## config.mk

```make
export PLATFORM = sky130hd
export DESIGN_NAME = sha384_sched
export DESIGN_NICKNAME = d
export VERILOG_FILES = /design/src/sha384_pkg.sv /design/src/sha384_sched.sv
export SDC_FILE = /design/constraint.sdc
export NUM_CORES = 1
export LEC_CHECK = 0
export ABC_AREA = 1
export BUFFER_PORTS_ARGS = -buffer_cell sky130_fd_sc_hd__buf_2
export CORE_UTILIZATION = 35
export DETAILED_ROUTE_END_ITERATION = 8
export GPL_TIMING_DRIVEN = 0
export SKIP_LAST_GASP = 1
export SYNTH_ARGS = -nofsm -noshare
export SYNTH_HDL_FRONTEND = slang
export SYNTH_SLANG_ARGS = --single-unit
```

## constraint.sdc

```tcl
create_clock -name vclk -period 3.5
set_input_delay 0.175 -clock vclk [all_inputs]
set_output_delay 0.175 -clock vclk [all_outputs]
set_load 0.03 [all_outputs]
```

## src/sha384_pkg.sv

```systemverilog
// package of types and constants for the sha-384 hash core
package sha384_pkg;

    // controller states
    typedef enum logic [2:0] {
        ST_IDLE,
        ST_ROUND,
        ST_FOLD,
        ST_PAD,
        ST_EMIT
    } t_state;

    // state after a compression finishes
    typedef enum logic [1:0] {
        RET_IDLE,
        RET_PAD,
        RET_EMIT
    } t_ret;

    localparam int ROUNDS = 80;
    localparam int DIGEST_WORDS = 6;
    localparam logic [6:0] LEN_POS = 7'd112;
    localparam logic [7:0] PAD_BYTE = 8'h80;

    typedef logic [63:0] t_word;

    // round constants
    function automatic t_word round_k(input logic [6:0] t);
        t_word k;
        case (t)
            7'd0: k = 64'h428a2f98d728ae22; 7'd1: k = 64'h7137449123ef65cd;
            7'd2: k = 64'hb5c0fbcfec4d3b2f; 7'd3: k = 64'he9b5dba58189dbbc;
            7'd4: k = 64'h3956c25bf348b538; 7'd5: k = 64'h59f111f1b605d019;
            7'd6: k = 64'h923f82a4af194f9b; 7'd7: k = 64'hab1c5ed5da6d8118;
            7'd8: k = 64'hd807aa98a3030242; 7'd9: k = 64'h12835b0145706fbe;
            7'd10: k = 64'h243185be4ee4b28c; 7'd11: k = 64'h550c7dc3d5ffb4e2;
            7'd12: k = 64'h72be5d74f27b896f; 7'd13: k = 64'h80deb1fe3b1696b1;
            7'd14: k = 64'h9bdc06a725c71235; 7'd15: k = 64'hc19bf174cf692694;
            7'd16: k = 64'he49b69c19ef14ad2; 7'd17: k = 64'hefbe4786384f25e3;
            7'd18: k = 64'h0fc19dc68b8cd5b5; 7'd19: k = 64'h240ca1cc77ac9c65;
            7'd20: k = 64'h2de92c6f592b0275; 7'd21: k = 64'h4a7484aa6ea6e483;
            7'd22: k = 64'h5cb0a9dcbd41fbd4; 7'd23: k = 64'h76f988da831153b5;
            7'd24: k = 64'h983e5152ee66dfab; 7'd25: k = 64'ha831c66d2db43210;
            7'd26: k = 64'hb00327c898fb213f; 7'd27: k = 64'hbf597fc7beef0ee4;
            7'd28: k = 64'hc6e00bf33da88fc2; 7'd29: k = 64'hd5a79147930aa725;
            7'd30: k = 64'h06ca6351e003826f; 7'd31: k = 64'h142929670a0e6e70;
            7'd32: k = 64'h27b70a8546d22ffc; 7'd33: k = 64'h2e1b21385c26c926;
            7'd34: k = 64'h4d2c6dfc5ac42aed; 7'd35: k = 64'h53380d139d95b3df;
            7'd36: k = 64'h650a73548baf63de; 7'd37: k = 64'h766a0abb3c77b2a8;
            7'd38: k = 64'h81c2c92e47edaee6; 7'd39: k = 64'h92722c851482353b;
            7'd40: k = 64'ha2bfe8a14cf10364; 7'd41: k = 64'ha81a664bbc423001;
            7'd42: k = 64'hc24b8b70d0f89791; 7'd43: k = 64'hc76c51a30654be30;
            7'd44: k = 64'hd192e819d6ef5218; 7'd45: k = 64'hd69906245565a910;
            7'd46: k = 64'hf40e35855771202a; 7'd47: k = 64'h106aa07032bbd1b8;
            7'd48: k = 64'h19a4c116b8d2d0c8; 7'd49: k = 64'h1e376c085141ab53;
            7'd50: k = 64'h2748774cdf8eeb99; 7'd51: k = 64'h34b0bcb5e19b48a8;
            7'd52: k = 64'h391c0cb3c5c95a63; 7'd53: k = 64'h4ed8aa4ae3418acb;
            7'd54: k = 64'h5b9cca4f7763e373; 7'd55: k = 64'h682e6ff3d6b2b8a3;
            7'd56: k = 64'h748f82ee5defb2fc; 7'd57: k = 64'h78a5636f43172f60;
            7'd58: k = 64'h84c87814a1f0ab72; 7'd59: k = 64'h8cc702081a6439ec;
            7'd60: k = 64'h90befffa23631e28; 7'd61: k = 64'ha4506cebde82bde9;
            7'd62: k = 64'hbef9a3f7b2c67915; 7'd63: k = 64'hc67178f2e372532b;
            7'd64: k = 64'hca273eceea26619c; 7'd65: k = 64'hd186b8c721c0c207;
            7'd66: k = 64'heada7dd6cde0eb1e; 7'd67: k = 64'hf57d4f7fee6ed178;
            7'd68: k = 64'h06f067aa72176fba; 7'd69: k = 64'h0a637dc5a2c898a6;
            7'd70: k = 64'h113f9804bef90dae; 7'd71: k = 64'h1b710b35131c471b;
            7'd72: k = 64'h28db77f523047d84; 7'd73: k = 64'h32caab7b40c72493;
            7'd74: k = 64'h3c9ebe0a15c9bebc; 7'd75: k = 64'h431d67c49c100d4c;
            7'd76: k = 64'h4cc5d4becb3e42b6; 7'd77: k = 64'h597f299cfc657e2a;
            7'd78: k = 64'h5fcb6fab3ad6faec; 7'd79: k = 64'h6c44198c4a475817;
            default: k = '0;
        endcase
        return k;
    endfunction

    // initial hash values
    function automatic t_word init_h(input logic [2:0] i);
        t_word h;
        case (i)
            3'd0: h = 64'hcbbb9d5dc1059ed8; 3'd1: h = 64'h629a292a367cd507;
            3'd2: h = 64'h9159015a3070dd17; 3'd3: h = 64'h152fecd8f70e5939;
            3'd4: h = 64'h67332667ffc00b31; 3'd5: h = 64'h8eb44a8768581511;
            3'd6: h = 64'hdb0c2e0d64f98fa7; 3'd7: h = 64'h47b5481dbefa4fa4;
            default: h = '0;
        endcase
        return h;
    endfunction

endpackage

```

## src/sha384_sched.sv

```systemverilog
// message schedule expansion for one round
module sha384_sched (
    input  logic [63:0] i_w2,
    input  logic [63:0] i_w7,
    input  logic [63:0] i_w15,
    input  logic [63:0] i_w16,
    output logic [63:0] o_w
);
    import sha384_pkg::*;

    t_word sg0, sg1;

    // small sigma functions and sum
    always_comb begin
        sg1 = {i_w2[18:0], i_w2[63:19]} ^ {i_w2[60:0], i_w2[63:61]} ^ (i_w2 >> 6);
        sg0 = {i_w15[0], i_w15[63:1]} ^ {i_w15[7:0], i_w15[63:8]} ^ (i_w15 >> 7);
        o_w = sg1 + i_w7 + sg0 + i_w16;
    end
endmodule

```

==> flow_summary_export.csv <==
group,metric,value,unit
grt,grt_max_degree,8,
worst_setup_path,cp_max_fo,4,
sta,finalHoldViolations,0,
sta,clock.fmax,0.2882,GHz
floorplanning,core_area,31800,sq um
routing,drtAntennaViolNets,0,
synthesis,synth.top_cell.area_share,0.2209,
placement,io_buffers,320,
worst_setup_path,setup.worst_path.start,"i_w15[8]",
grt,antenna_found_initial,1,
power,powerDensity,1078,nW/um^2
floorplanning,die_w,182.6,um
placement,dp_hpwl,43.72,mm
routing,drt_first_pass_iters,5,
layout,nFlopsAndLatches,0,
sta,timing.final.ws_setup,30.66,ps
power,peakVddDrop,1.168,mV
power,p_leak,9.723,nW
sta,fin_crit,3469,ps
min_path,hp-class,"in -> out",
worst_setup_path,cp.arrival,3290,ps
routing,wl_met3,2.328,mm
sta,relSlewSlack,0.6027,
routing,avgViaCountPerCell,4.594,
floorplanning,io_pins,320,
routing,post-route-drc-count,0,
floorplanning,die_area,33360,sq um
worst_setup_path,critical_path.endpoint,"o_w[45]",
worst_setup_path,cp-end-kind,"primary output",
layout,fillCellCount,3097,
power,sw_frac_of_total,0.6265,
grt,grt_pass1_vias,11990,
sta,worst_slew_pin_slew,591.8,ps
layout,syn2layout_area_growth,52.71,%
layout,drive_above_1_share,0.3959,
layout,clockBufferCount,0,
routing,met1_length,22.07,mm
synthesis,synthesis.nets,2331,
floorplanning,fp.dieH,182.6,um
sta,rsz0062_at_grt,"true",
synthesis,netlist-cell-type-count,21,
power,p_sw,0.01178,W
placement,place_area,13570,sq um
clock_tree,cts_hold_buf,0,
placement,gp_congestion,0.9776,
sta,finalSetupTns,0,ps
sta,slew_violations,0,
power,power.clock.fraction,0,
layout,regArea,0,sq um
sta,setup_viol,0,
run,cap_viol_max_count,0,
synthesis,avgSynthCellArea,6.056,sq um
worst_setup_path,start_kind,"input pin",
floorplanning,row_count,65,
synthesis,synth_top_cells_by_area,"fa_1 (22%), nand2_1 (19%), inv_1 (19%)",
routing,drt_iter0_drc,663,
worst_setup_path,cp.required,3320,ps
routing,top_layer_used,"met4",
synthesis,synth_top_area_cell,"fa_1",
worst_setup_path,path_class,"in -> out",
grt,overflow,0,
layout,stdcell_area,17440,sq um
synthesis,synth_cells,1886,
grt,grt_pass1_wl,68.90,mm
synthesis,synth_area,11420,sq um
synthesis,yosysWarnings,0,
grt,track_usage,0.2807,
floorplanning,initial_core_util,0.3592,
sta,period_share,0.9912,
layout,multiInputGateArea,12280,sq um
routing,wl_per_cell,18.27,um
run_status,status,"finished, final reports clean",
routing,wl_met2,23.18,mm
synthesis,ys_seq_area_frac,0,
placement,place_ws,-555.7,ps
power,p_int,0.007021,W
routing,routed_wirelength,49.41,mm
power,power_frac_comb,1.000,
layout,finish.net_count,2715,
routing,via_count,12420,
power,power_frac_seq,0,
## layer usage
layer	up-vias	track usage
met3	60	0.02115
met2	387	0.4670
met1	5856	0.3858
met5	-	0
met4	0	0.08571
li1	6119	-
## worst min-delay path by stage
stage | start | end | cells after the start | slack [ps]
floorplan | i_w2[61] | o_w[0] | 3 | 710
global route | i_w16[0] | o_w[0] | 4 | 960
detailed placement | i_w16[0] | o_w[0] | 4 | 910
finish | i_w16[0] | o_w[0] | 4 | 920
global placement | i_w16[0] | o_w[0] | 4 | 900
CTS | i_w16[0] | o_w[0] | 4 | 920
## power by group through the flow
stage / combinational [W] / clock (W) / sequential (W)
after floorplan: 0.00897 / 0 / 0
after global placement: 0.0130 / 0 / 0
after detailed placement: 0.0130 / 0 / 0
after CTS: 0.0147 / 0 / 0
after global routing: 0.0201 / 0 / 0
final: 0.0188 / 0.0000000000382 / 0
## metrics by stage
stage / hold WS, ps / cells / utilization / total power, W
6_report: 919.9 / 2704 / 0.5485 / 0.01880
5_1_grt: 959.7 / 2703 / 0.5484 / 0.02011
4_1_cts: 919.9 / 2649 / 0.4589 / 0.01474
3_5_place_dp: 908.4 / 2641 / 0.4266 / 0.01301
3_3_place_gp: 901.5 / 2641 / 0.4266 / 0.01296
2_1_floorplan: 708.2 / 1886 / - / 0.008974
## worst max-delay path, stage by stage
cell and delay (ps):
buf_12 110, xnor2_4 180, xor2_2 170, fa_1 450
fa_1 540, inv_2 50, ha_4 170, fa_2 380
nand3_2 90, nand3_4 110, nand2_4 100, nand2_4 70
nand2_4 70, nand2_4 60, nand2_4 80, nand2_8 80
nand2_4 80, nand2_1 50, nand2_1 50, nand2_1 70
buf_6 140
## synth_stat cells (2+ instances only)
| cell | instances |
|---|---|
| nand2_1 | 590 |
| nand2_2 | 10 |
| a21oi_1 | 38 |
| nor2_4 | 3 |
| xor2_1 | 142 |
| ha_1 | 63 |
| inv_1 | 563 |
| o21ai_0 | 2 |
| nor3_2 | 2 |
| nor3_1 | 12 |
| nand3_1 | 50 |
| nand3_2 | 8 |
| fa_1 | 126 |
| xnor2_1 | 137 |
| nor2_1 | 102 |
| o21bai_1 | 6 |
| nand4_1 | 14 |
| nor2_2 | 15 |
## cells by family after synthesis
group	synth area share
xor gates and xnor gates	0.2140
adders and majority gates	0.2899
buffers and inverters	0.1854
AOI/OAI and AO/OA	0.02147
and+or+nand+nor	0.2893
## placed cells by master (no fill, tap or decap), types with 12 or more instances in the layout
master and count:
ha_4 58, nor2_4 49, buf_6 46, buf_2 248, nor2_2 23, nand3_2 12, xor2_1 124, xnor2_1 90
nand2_1 407, a21oi_2 17, nor2_1 48, nand2_4 64, nand2_2 125, nand4_1 14, xnor2_2 40, inv_2 54
fa_1 120, nand3_1 35, xor2_2 17, inv_1 506, buf_4 77
## area by class of cell
| type | instances | share of cell area |
|---|---|---|
| diodes | 1 | 0.0001435 |
| inverters | 564 | 0.1220 |
| multi-input cells | 1322 | 0.7041 |
| well taps | 435 | 0.03121 |
| repair buffers | 382 | 0.1426 |
## repair_timing
action                     CTS  global route
resized for setup          228           624
pin swaps                   33           300
setup endpoints to repair   51            51
setup buffers                8            54
(Power assumes the default switching activity.)
