<file path="config.mk">
export PLATFORM = sky130hd
export DESIGN_NAME = sha384_round
export DESIGN_NICKNAME = d
export VERILOG_FILES = /design/src/sha384_pkg.sv /design/src/sha384_round.sv
export SDC_FILE = /design/constraint.sdc
export NUM_CORES = 1
export LEC_CHECK = 0
export BUFFER_PORTS_ARGS = -buffer_cell sky130_fd_sc_hd__buf_4
export CAP_MARGIN = 20
export CORE_AREA = 8 8 448 450
export DETAILED_ROUTE_END_ITERATION = 6
export DIE_AREA = 0 0 456 458
export PLACE_DENSITY_LB_ADDON = 0.2
export SYNTH_ARGS = -nofsm -noshare
export SYNTH_HDL_FRONTEND = slang
export SYNTH_SLANG_ARGS = --single-unit
</file>
<file path="constraint.sdc">
create_clock -name vclk -period 21.3
set_clock_uncertainty 0.15 [all_clocks]
set_input_delay 1.065 -clock vclk [all_inputs]
set_output_delay 1.065 -clock vclk [all_outputs]
set_load 0.02 [all_outputs]
</file>
<file path="src/sha384_pkg.sv">
// package of types and constants for the sha-384 hash core
package sha384_pkg;

    // controller states
    typedef enum logic [2:0] {
        ST_IDLE,
        ST_ROUND,
        ST_FOLD,
        ST_PAD,
        ST_EMIT
    } t_state;

    // state after a compression finishes
    typedef enum logic [1:0] {
        RET_IDLE,
        RET_PAD,
        RET_EMIT
    } t_ret;

    localparam int ROUNDS = 80;
    localparam int DIGEST_WORDS = 6;
    localparam logic [6:0] LEN_POS = 7'd112;
    localparam logic [7:0] PAD_BYTE = 8'h80;

    typedef logic [63:0] t_word;

    // round constants
    function automatic t_word round_k(input logic [6:0] t);
        t_word k;
        case (t)
            7'd0: k = 64'h428a2f98d728ae22; 7'd1: k = 64'h7137449123ef65cd;
            7'd2: k = 64'hb5c0fbcfec4d3b2f; 7'd3: k = 64'he9b5dba58189dbbc;
            7'd4: k = 64'h3956c25bf348b538; 7'd5: k = 64'h59f111f1b605d019;
            7'd6: k = 64'h923f82a4af194f9b; 7'd7: k = 64'hab1c5ed5da6d8118;
            7'd8: k = 64'hd807aa98a3030242; 7'd9: k = 64'h12835b0145706fbe;
            7'd10: k = 64'h243185be4ee4b28c; 7'd11: k = 64'h550c7dc3d5ffb4e2;
            7'd12: k = 64'h72be5d74f27b896f; 7'd13: k = 64'h80deb1fe3b1696b1;
            7'd14: k = 64'h9bdc06a725c71235; 7'd15: k = 64'hc19bf174cf692694;
            7'd16: k = 64'he49b69c19ef14ad2; 7'd17: k = 64'hefbe4786384f25e3;
            7'd18: k = 64'h0fc19dc68b8cd5b5; 7'd19: k = 64'h240ca1cc77ac9c65;
            7'd20: k = 64'h2de92c6f592b0275; 7'd21: k = 64'h4a7484aa6ea6e483;
            7'd22: k = 64'h5cb0a9dcbd41fbd4; 7'd23: k = 64'h76f988da831153b5;
            7'd24: k = 64'h983e5152ee66dfab; 7'd25: k = 64'ha831c66d2db43210;
            7'd26: k = 64'hb00327c898fb213f; 7'd27: k = 64'hbf597fc7beef0ee4;
            7'd28: k = 64'hc6e00bf33da88fc2; 7'd29: k = 64'hd5a79147930aa725;
            7'd30: k = 64'h06ca6351e003826f; 7'd31: k = 64'h142929670a0e6e70;
            7'd32: k = 64'h27b70a8546d22ffc; 7'd33: k = 64'h2e1b21385c26c926;
            7'd34: k = 64'h4d2c6dfc5ac42aed; 7'd35: k = 64'h53380d139d95b3df;
            7'd36: k = 64'h650a73548baf63de; 7'd37: k = 64'h766a0abb3c77b2a8;
            7'd38: k = 64'h81c2c92e47edaee6; 7'd39: k = 64'h92722c851482353b;
            7'd40: k = 64'ha2bfe8a14cf10364; 7'd41: k = 64'ha81a664bbc423001;
            7'd42: k = 64'hc24b8b70d0f89791; 7'd43: k = 64'hc76c51a30654be30;
            7'd44: k = 64'hd192e819d6ef5218; 7'd45: k = 64'hd69906245565a910;
            7'd46: k = 64'hf40e35855771202a; 7'd47: k = 64'h106aa07032bbd1b8;
            7'd48: k = 64'h19a4c116b8d2d0c8; 7'd49: k = 64'h1e376c085141ab53;
            7'd50: k = 64'h2748774cdf8eeb99; 7'd51: k = 64'h34b0bcb5e19b48a8;
            7'd52: k = 64'h391c0cb3c5c95a63; 7'd53: k = 64'h4ed8aa4ae3418acb;
            7'd54: k = 64'h5b9cca4f7763e373; 7'd55: k = 64'h682e6ff3d6b2b8a3;
            7'd56: k = 64'h748f82ee5defb2fc; 7'd57: k = 64'h78a5636f43172f60;
            7'd58: k = 64'h84c87814a1f0ab72; 7'd59: k = 64'h8cc702081a6439ec;
            7'd60: k = 64'h90befffa23631e28; 7'd61: k = 64'ha4506cebde82bde9;
            7'd62: k = 64'hbef9a3f7b2c67915; 7'd63: k = 64'hc67178f2e372532b;
            7'd64: k = 64'hca273eceea26619c; 7'd65: k = 64'hd186b8c721c0c207;
            7'd66: k = 64'heada7dd6cde0eb1e; 7'd67: k = 64'hf57d4f7fee6ed178;
            7'd68: k = 64'h06f067aa72176fba; 7'd69: k = 64'h0a637dc5a2c898a6;
            7'd70: k = 64'h113f9804bef90dae; 7'd71: k = 64'h1b710b35131c471b;
            7'd72: k = 64'h28db77f523047d84; 7'd73: k = 64'h32caab7b40c72493;
            7'd74: k = 64'h3c9ebe0a15c9bebc; 7'd75: k = 64'h431d67c49c100d4c;
            7'd76: k = 64'h4cc5d4becb3e42b6; 7'd77: k = 64'h597f299cfc657e2a;
            7'd78: k = 64'h5fcb6fab3ad6faec; 7'd79: k = 64'h6c44198c4a475817;
            default: k = '0;
        endcase
        return k;
    endfunction

    // initial hash values
    function automatic t_word init_h(input logic [2:0] i);
        t_word h;
        case (i)
            3'd0: h = 64'hcbbb9d5dc1059ed8; 3'd1: h = 64'h629a292a367cd507;
            3'd2: h = 64'h9159015a3070dd17; 3'd3: h = 64'h152fecd8f70e5939;
            3'd4: h = 64'h67332667ffc00b31; 3'd5: h = 64'h8eb44a8768581511;
            3'd6: h = 64'hdb0c2e0d64f98fa7; 3'd7: h = 64'h47b5481dbefa4fa4;
            default: h = '0;
        endcase
        return h;
    endfunction

endpackage

</file>
<file path="src/sha384_round.sv">
// one sha-512 family round: shared datapath reused for all 80 rounds
module sha384_round (
    input  logic [511:0] i_regs,
    input  logic [63:0]  i_w,
    input  logic [63:0]  i_k,
    output logic [511:0] o_regs
);
    import sha384_pkg::*;

    t_word a, b, c, d, e, f, g, h, t1, t2, s0, s1, ch, mj;

    // unpack working variables, a in the top word
    always_comb begin
        {a, b, c, d, e, f, g, h} = i_regs;
        s1 = {e[13:0], e[63:14]} ^ {e[17:0], e[63:18]} ^ {e[40:0], e[63:41]};
        ch = (e & f) ^ (~e & g);
        t1 = h + s1 + ch + i_k + i_w;
        s0 = {a[27:0], a[63:28]} ^ {a[33:0], a[63:34]} ^ {a[38:0], a[63:39]};
        mj = (a & b) ^ (a & c) ^ (b & c);
        t2 = s0 + mj;
        o_regs = {t1 + t2, a, b, c, d + t1, e, f, g};
    end
endmodule

</file>
==> impl_metrics.json, run 1 <==
{
  "rows": 162,
  "synthCells": 3302,
  "synth_cell_types": 84,
  "crit_path_max_fanout": 8,
  "slew_viol_final": 0,
  "tns_ns": 0,
  "synth_warnings": 0,
  "holdCritPathClass": "primary input to output pin",
  "place_hpwl_um": 194000,
  "grt_max_degree": 11,
  "die-area_mm2": 0.209,
  "worstMarginPinSlew_ns": 0.999,
  "die_h_um": 458,
  "fmax_mhz": 90.8,
  "cp.arrival_ns": 9.80,
  "avgSynthCellArea_um2": 7.58,
  "core_mm2": 0.194,
  "start_kind": "primary input",
  "cts_resized": 0,
  "drc": 0,
  "area_growth_pct": 34.5,
  "period_minus_slack_ns": 11.02,
  "worstSetupPathType": "primary input to output pin",
  "syn-cell-area_mm2": 0.0250,
  "syn_nets": 4384,
  "antenna_found_initial": 45,
  "setup_violations": 0,
  "drt_pass1_iterations": 5,
  "holdPathEnd": "o_regs[122]",
  "ys_seq_area_share_pct": 0,
  "cts_post_setup_buffers_inserted": 0,
  "wl_per_cell_um": 31.5,
  "multi_input_area_mm2": 0.0194,
  "fin_crit_sh_pct": 51.7,
  "die_x_um": 456,
  "crit_top_cell": "fa_1",
  "routed_wl_um": 206000,
  "dr_total_vias": 24830,
  "rsz0062_at_grt": "no",
  "cts_hold_buf": 0,
  "drive_gt1_share_pct": 30.4,
  "num-nets-final": 5061,
  "slowest_stage": "a221oi_1",
  "place_congestion": 0.906,
  "regArea_um2": 0,
  "drt-initial-drc-count": 1223,
  "vias_per_cell": 3.80,
  "nClkBuffers": 0,
  "postPlaceCellArea_mm2": 0.0336,
  "ios": 1152,
  "place_ws_ns": 10.08,
  "slew-limit-headroom_pct": 32.7,
  "ant_nets": 0,
  "worst_setup_path_end_kind": "output pin",
  "worst-path-buf-inv": 4,
  "min-delay-start": "i_regs[186]",
  "seq_cell_count": 0,
  "grt_usage_pct": 18.6,
  "hold_depth": 2,
  "cp.required_ns": 20.09,
  "outcome": "finished, final reports clean",
  "max_cap_violations": 0,
  "fin_ws_ns": 10.29,
  "postLayoutCellArea_mm2": 0.0337,
  "worst-path-stages": 31,
  "critPathTopFamily": "compound AO/OA/AOI/OAI gates",
  "start_util_pct": 12.9,
  "hold_violations": 0,
  "cpPeakStageDelay_ns": 0.52,
  "portBuffers": 1152,
  "overflow": 0,
  "grt_pass1_wl_um": 263000,
  "grt_pass1_vias": 27029,
  "fillers": 22044
}
==> stage by stage <==
step                hold WS [ns]  utilization [%]  std cells
floorplan                   2.09                -       3302
global placement            2.19             17.4       6519
detailed placement          2.19             17.4       6519
CTS                         2.19             17.4       6519
global route                2.19             17.4       6528
finish                      2.19             17.4       6536
==> cell usage in the layout, fill, tap and decap left out, drive strengths merged, types with 5 or more instances in the layout <==
| cell | n |
|---|---|
| mux2i | 44 |
| and2 | 14 |
| and3 | 29 |
| a211oi | 20 |
| buf | 1154 |
| a2111oi | 6 |
| o221ai | 5 |
| nor2 | 94 |
| nand2b | 19 |
| o211ai | 14 |
| xor2 | 151 |
| inv | 639 |
| nand2 | 128 |
| or2 | 5 |
| nand4 | 45 |
| nand3 | 44 |
| o21bai | 26 |
| o31ai | 10 |
| fa | 253 |
| nor3 | 32 |
| mux2 | 22 |
| o21ai | 183 |
| nor2b | 15 |
| a21o | 182 |
| ha | 189 |
| o21a | 22 |
| a221oi | 12 |
| diode | 17 |
| a31oi | 29 |
| or3 | 11 |
| a41oi | 11 |
| o31a | 6 |
| a21boi | 14 |
| and4 | 7 |
| xnor2 | 293 |
| a21oi | 184 |
==> layer usage <==
layer	track usage (%)	wire length [um]	up-vias	part of all wire, %
met5	0	34	-	0.017
met4	4.06	5730	6	2.8
met3	2.12	6610	150	3.2
met2	38.3	117000	747	57
met1	19.9	76900	12204	37
li1	-	-	11723	-
==> area by class of cell <==
type | count | area share [%]
antenna | 17 | 0.126
tap | 2542 | 9.45
timing repair buffer | 1154 | 25.7
multi-input combinational | 2184 | 57.6
inverter | 639 | 7.13
==> logic make-up after synthesis <==
family / after synthesis / share of synthesized area, %
buffers and inverters: 1118 / 22.6
AOI/OAI and AO/OA: 769 / 20.1
and+or+nand+nor: 458 / 9.05
xor gates and xnor gates: 446 / 15.8
adders and majority gates: 445 / 29.8
muxes: 66 / 2.75
==> how the worst max path moves through the flow <==
stage                  endpoint   startpoint
global route        o_regs[505]  i_regs[211]
finish              o_regs[505]  i_regs[211]
CTS                 o_regs[505]  i_regs[211]
global placement    o_regs[505]  i_regs[211]
detailed placement  o_regs[505]  i_regs[211]
floorplan           o_regs[505]    i_regs[1]
==> cells in the mapped netlist, types with 6 or more instances <==
| library cell | n | area, um2 |
|---|---|---|
| a2111oi_0 | 6 | 52.6 |
| a211oi_1 | 19 | 143 |
| a21boi_0 | 13 | 97.6 |
| a21o_1 | 182 | 1370 |
| a21oi_1 | 183 | 916 |
| a221oi_1 | 11 | 96.3 |
| a31oi_1 | 28 | 175 |
| a41oi_1 | 10 | 87.6 |
| and2_1 | 13 | 81.3 |
| and3_1 | 29 | 181 |
| and4_1 | 7 | 61.3 |
| buf_2 | 6 | 30.0 |
| buf_4 | 384 | 2880 |
| clkbuf_1 | 87 | 327 |
| fa_1 | 253 | 5060 |
| ha_1 | 189 | 2360 |
| inv_1 | 639 | 2400 |
| mux2_2 | 22 | 248 |
| mux2i_1 | 44 | 440 |
| nand2_1 | 128 | 480 |
| nand2b_1 | 19 | 119 |
| nand3_1 | 44 | 220 |
| nand4_1 | 45 | 282 |
| nor2_1 | 93 | 349 |
| nor2b_1 | 15 | 93.8 |
| nor3_1 | 32 | 160 |
| o211ai_1 | 13 | 97.6 |
| o21a_1 | 22 | 165 |
| o21ai_0 | 176 | 881 |
| o21bai_1 | 26 | 195 |
| o31ai_1 | 9 | 67.6 |
| or3_1 | 11 | 68.8 |
| xnor2_1 | 293 | 2570 |
| xor2_1 | 150 | 1310 |
==> run 2, diff against run 1 <==
==> constraint.sdc (replaced) <==
create_clock -name vclk -period 11.2
set_clock_uncertainty 0.15 [all_clocks]
set_input_delay 0.56 -clock vclk [all_inputs]
set_output_delay 0.56 -clock vclk [all_outputs]
set_load 0.02 [all_outputs]
==> run 2 against run 1 <==
Sequential cell count unchanged. Die area stayed put. Design area is essentially flat. Worst setup slack worse by 9.2 ns. Global-route usage rose by 0.10 points. Clock-buffer cell count did not move. Final cell count about the same. First-iteration DRC count up 8.1%. Via count is essentially flat. Worst hold slack worse by 1.0 ns. Non-clock buffer count increased by 6.
==> impl_metrics.json, run 2 (same netlist as run 1, synthesis figures left out) <==
{
  "grt_max_degree": 11,
  "die-area_mm2": 0.209,
  "hold_violations": 0,
  "cts_hold_buf": 0,
  "worstMarginPinSlew_ns": 1.01,
  "period_minus_slack_ns": 10.13,
  "grt_pass1_vias": 26926,
  "grt_usage_pct": 18.7,
  "die_h_um": 458,
  "crit_top_cell": "fa_1",
  "worst_setup_path_end_kind": "output pin",
  "regArea_um2": 0,
  "layout.cells.most_common_list": "buf_4, inv_1, xnor2_1",
  "core_mm2": 0.194,
  "drt-initial-drc-count": 1322,
  "rsz0062_at_grt": "no",
  "worst-path-buf-inv": 6,
  "start_util_pct": 12.9,
  "stdcell_count": 6534,
  "layout_commonest_cell": "buf_4",
  "outcome": "finished, final reports clean",
  "slew-limit-headroom_pct": 32.2,
  "ios": 1152,
  "tns_ns": 0,
  "critPathTopFamily": "compound AO/OA/AOI/OAI gates",
  "routed_wl_um": 207000,
  "antenna_found_initial": 40,
  "crit_path_max_fanout": 6,
  "cp.required_ns": 10.49,
  "num-nets-final": 5067,
  "setup_violations": 0,
  "vias_per_cell": 3.80,
  "portBuffers": 1152,
  "cts_post_setup_buffers_inserted": 0,
  "drive_gt1_share_pct": 30.5,
  "max_cap_violations": 0,
  "cpPeakStageDelay_ns": 0.67,
  "fin_ws_ns": 1.07,
  "slowest_stage": "a2111oi_0",
  "holdCritPathClass": "primary input to output pin",
  "ant_nets": 0,
  "fmax_mhz": 98.7,
  "seq_cell_count": 0,
  "die_x_um": 456,
  "drc": 0,
  "slew_viol_final": 0,
  "start_kind": "primary input",
  "nClkBuffers": 0,
  "rows": 162,
  "top_layer": "met5",
  "drt_pass1_iterations": 5,
  "met3_length_um": 6680,
  "worstSetupPathType": "primary input to output pin",
  "place_congestion": 0.889,
  "wl_met2_um": 119000,
  "place_ws_ns": 0.949,
  "grt_pass1_wl_um": 265000,
  "area_growth_pct": 34.6,
  "cts_resized": 0,
  "fin_crit_sh_pct": 90.5,
  "place_hpwl_um": 195000,
  "wl_met1_um": 77100,
  "cp.arrival_ns": 9.42,
  "dp_cells": 6525,
  "dr_total_vias": 24839,
  "overflow": 0,
  "wl_per_cell_um": 31.6
}
## run 2: worst paths after layout
check,from,end,cells after the start
max,i_regs[211],o_regs[510],31
min,i_regs[186],o_regs[122],2
## run 2: cell type report
type / count / area (um2)
fill: 22130 / 160000
multi-input combinational: 2184 / 19400
timing repair buffer: 1160 / 8710
tap: 2542 / 3180
inverter: 639 / 2400
antenna: 9 / 22.5
## run 2: through the flow
step                hold slack (ns)  utilization, %  area, um2
floorplan                      1.08               -      25000
global placement               1.18            17.4      33700
detailed placement             1.18            17.4      33700
CTS                            1.18            17.4      33700
global route                   1.19            17.4      33700
finish                         1.18            17.4      33700
## run 2: per-layer routing
layer  vias to the layer above  GRT usage [%]
li1                      11737              -
met1                     12233           20.0
met2                       736           39.0
met3                       129           2.23
met4                         4           2.86
met5                         -              0
Power of run 2 is left out: the tool's default activity adds up to more than one toggle a clock period on the data nets, which glitch-free logic cannot reach.
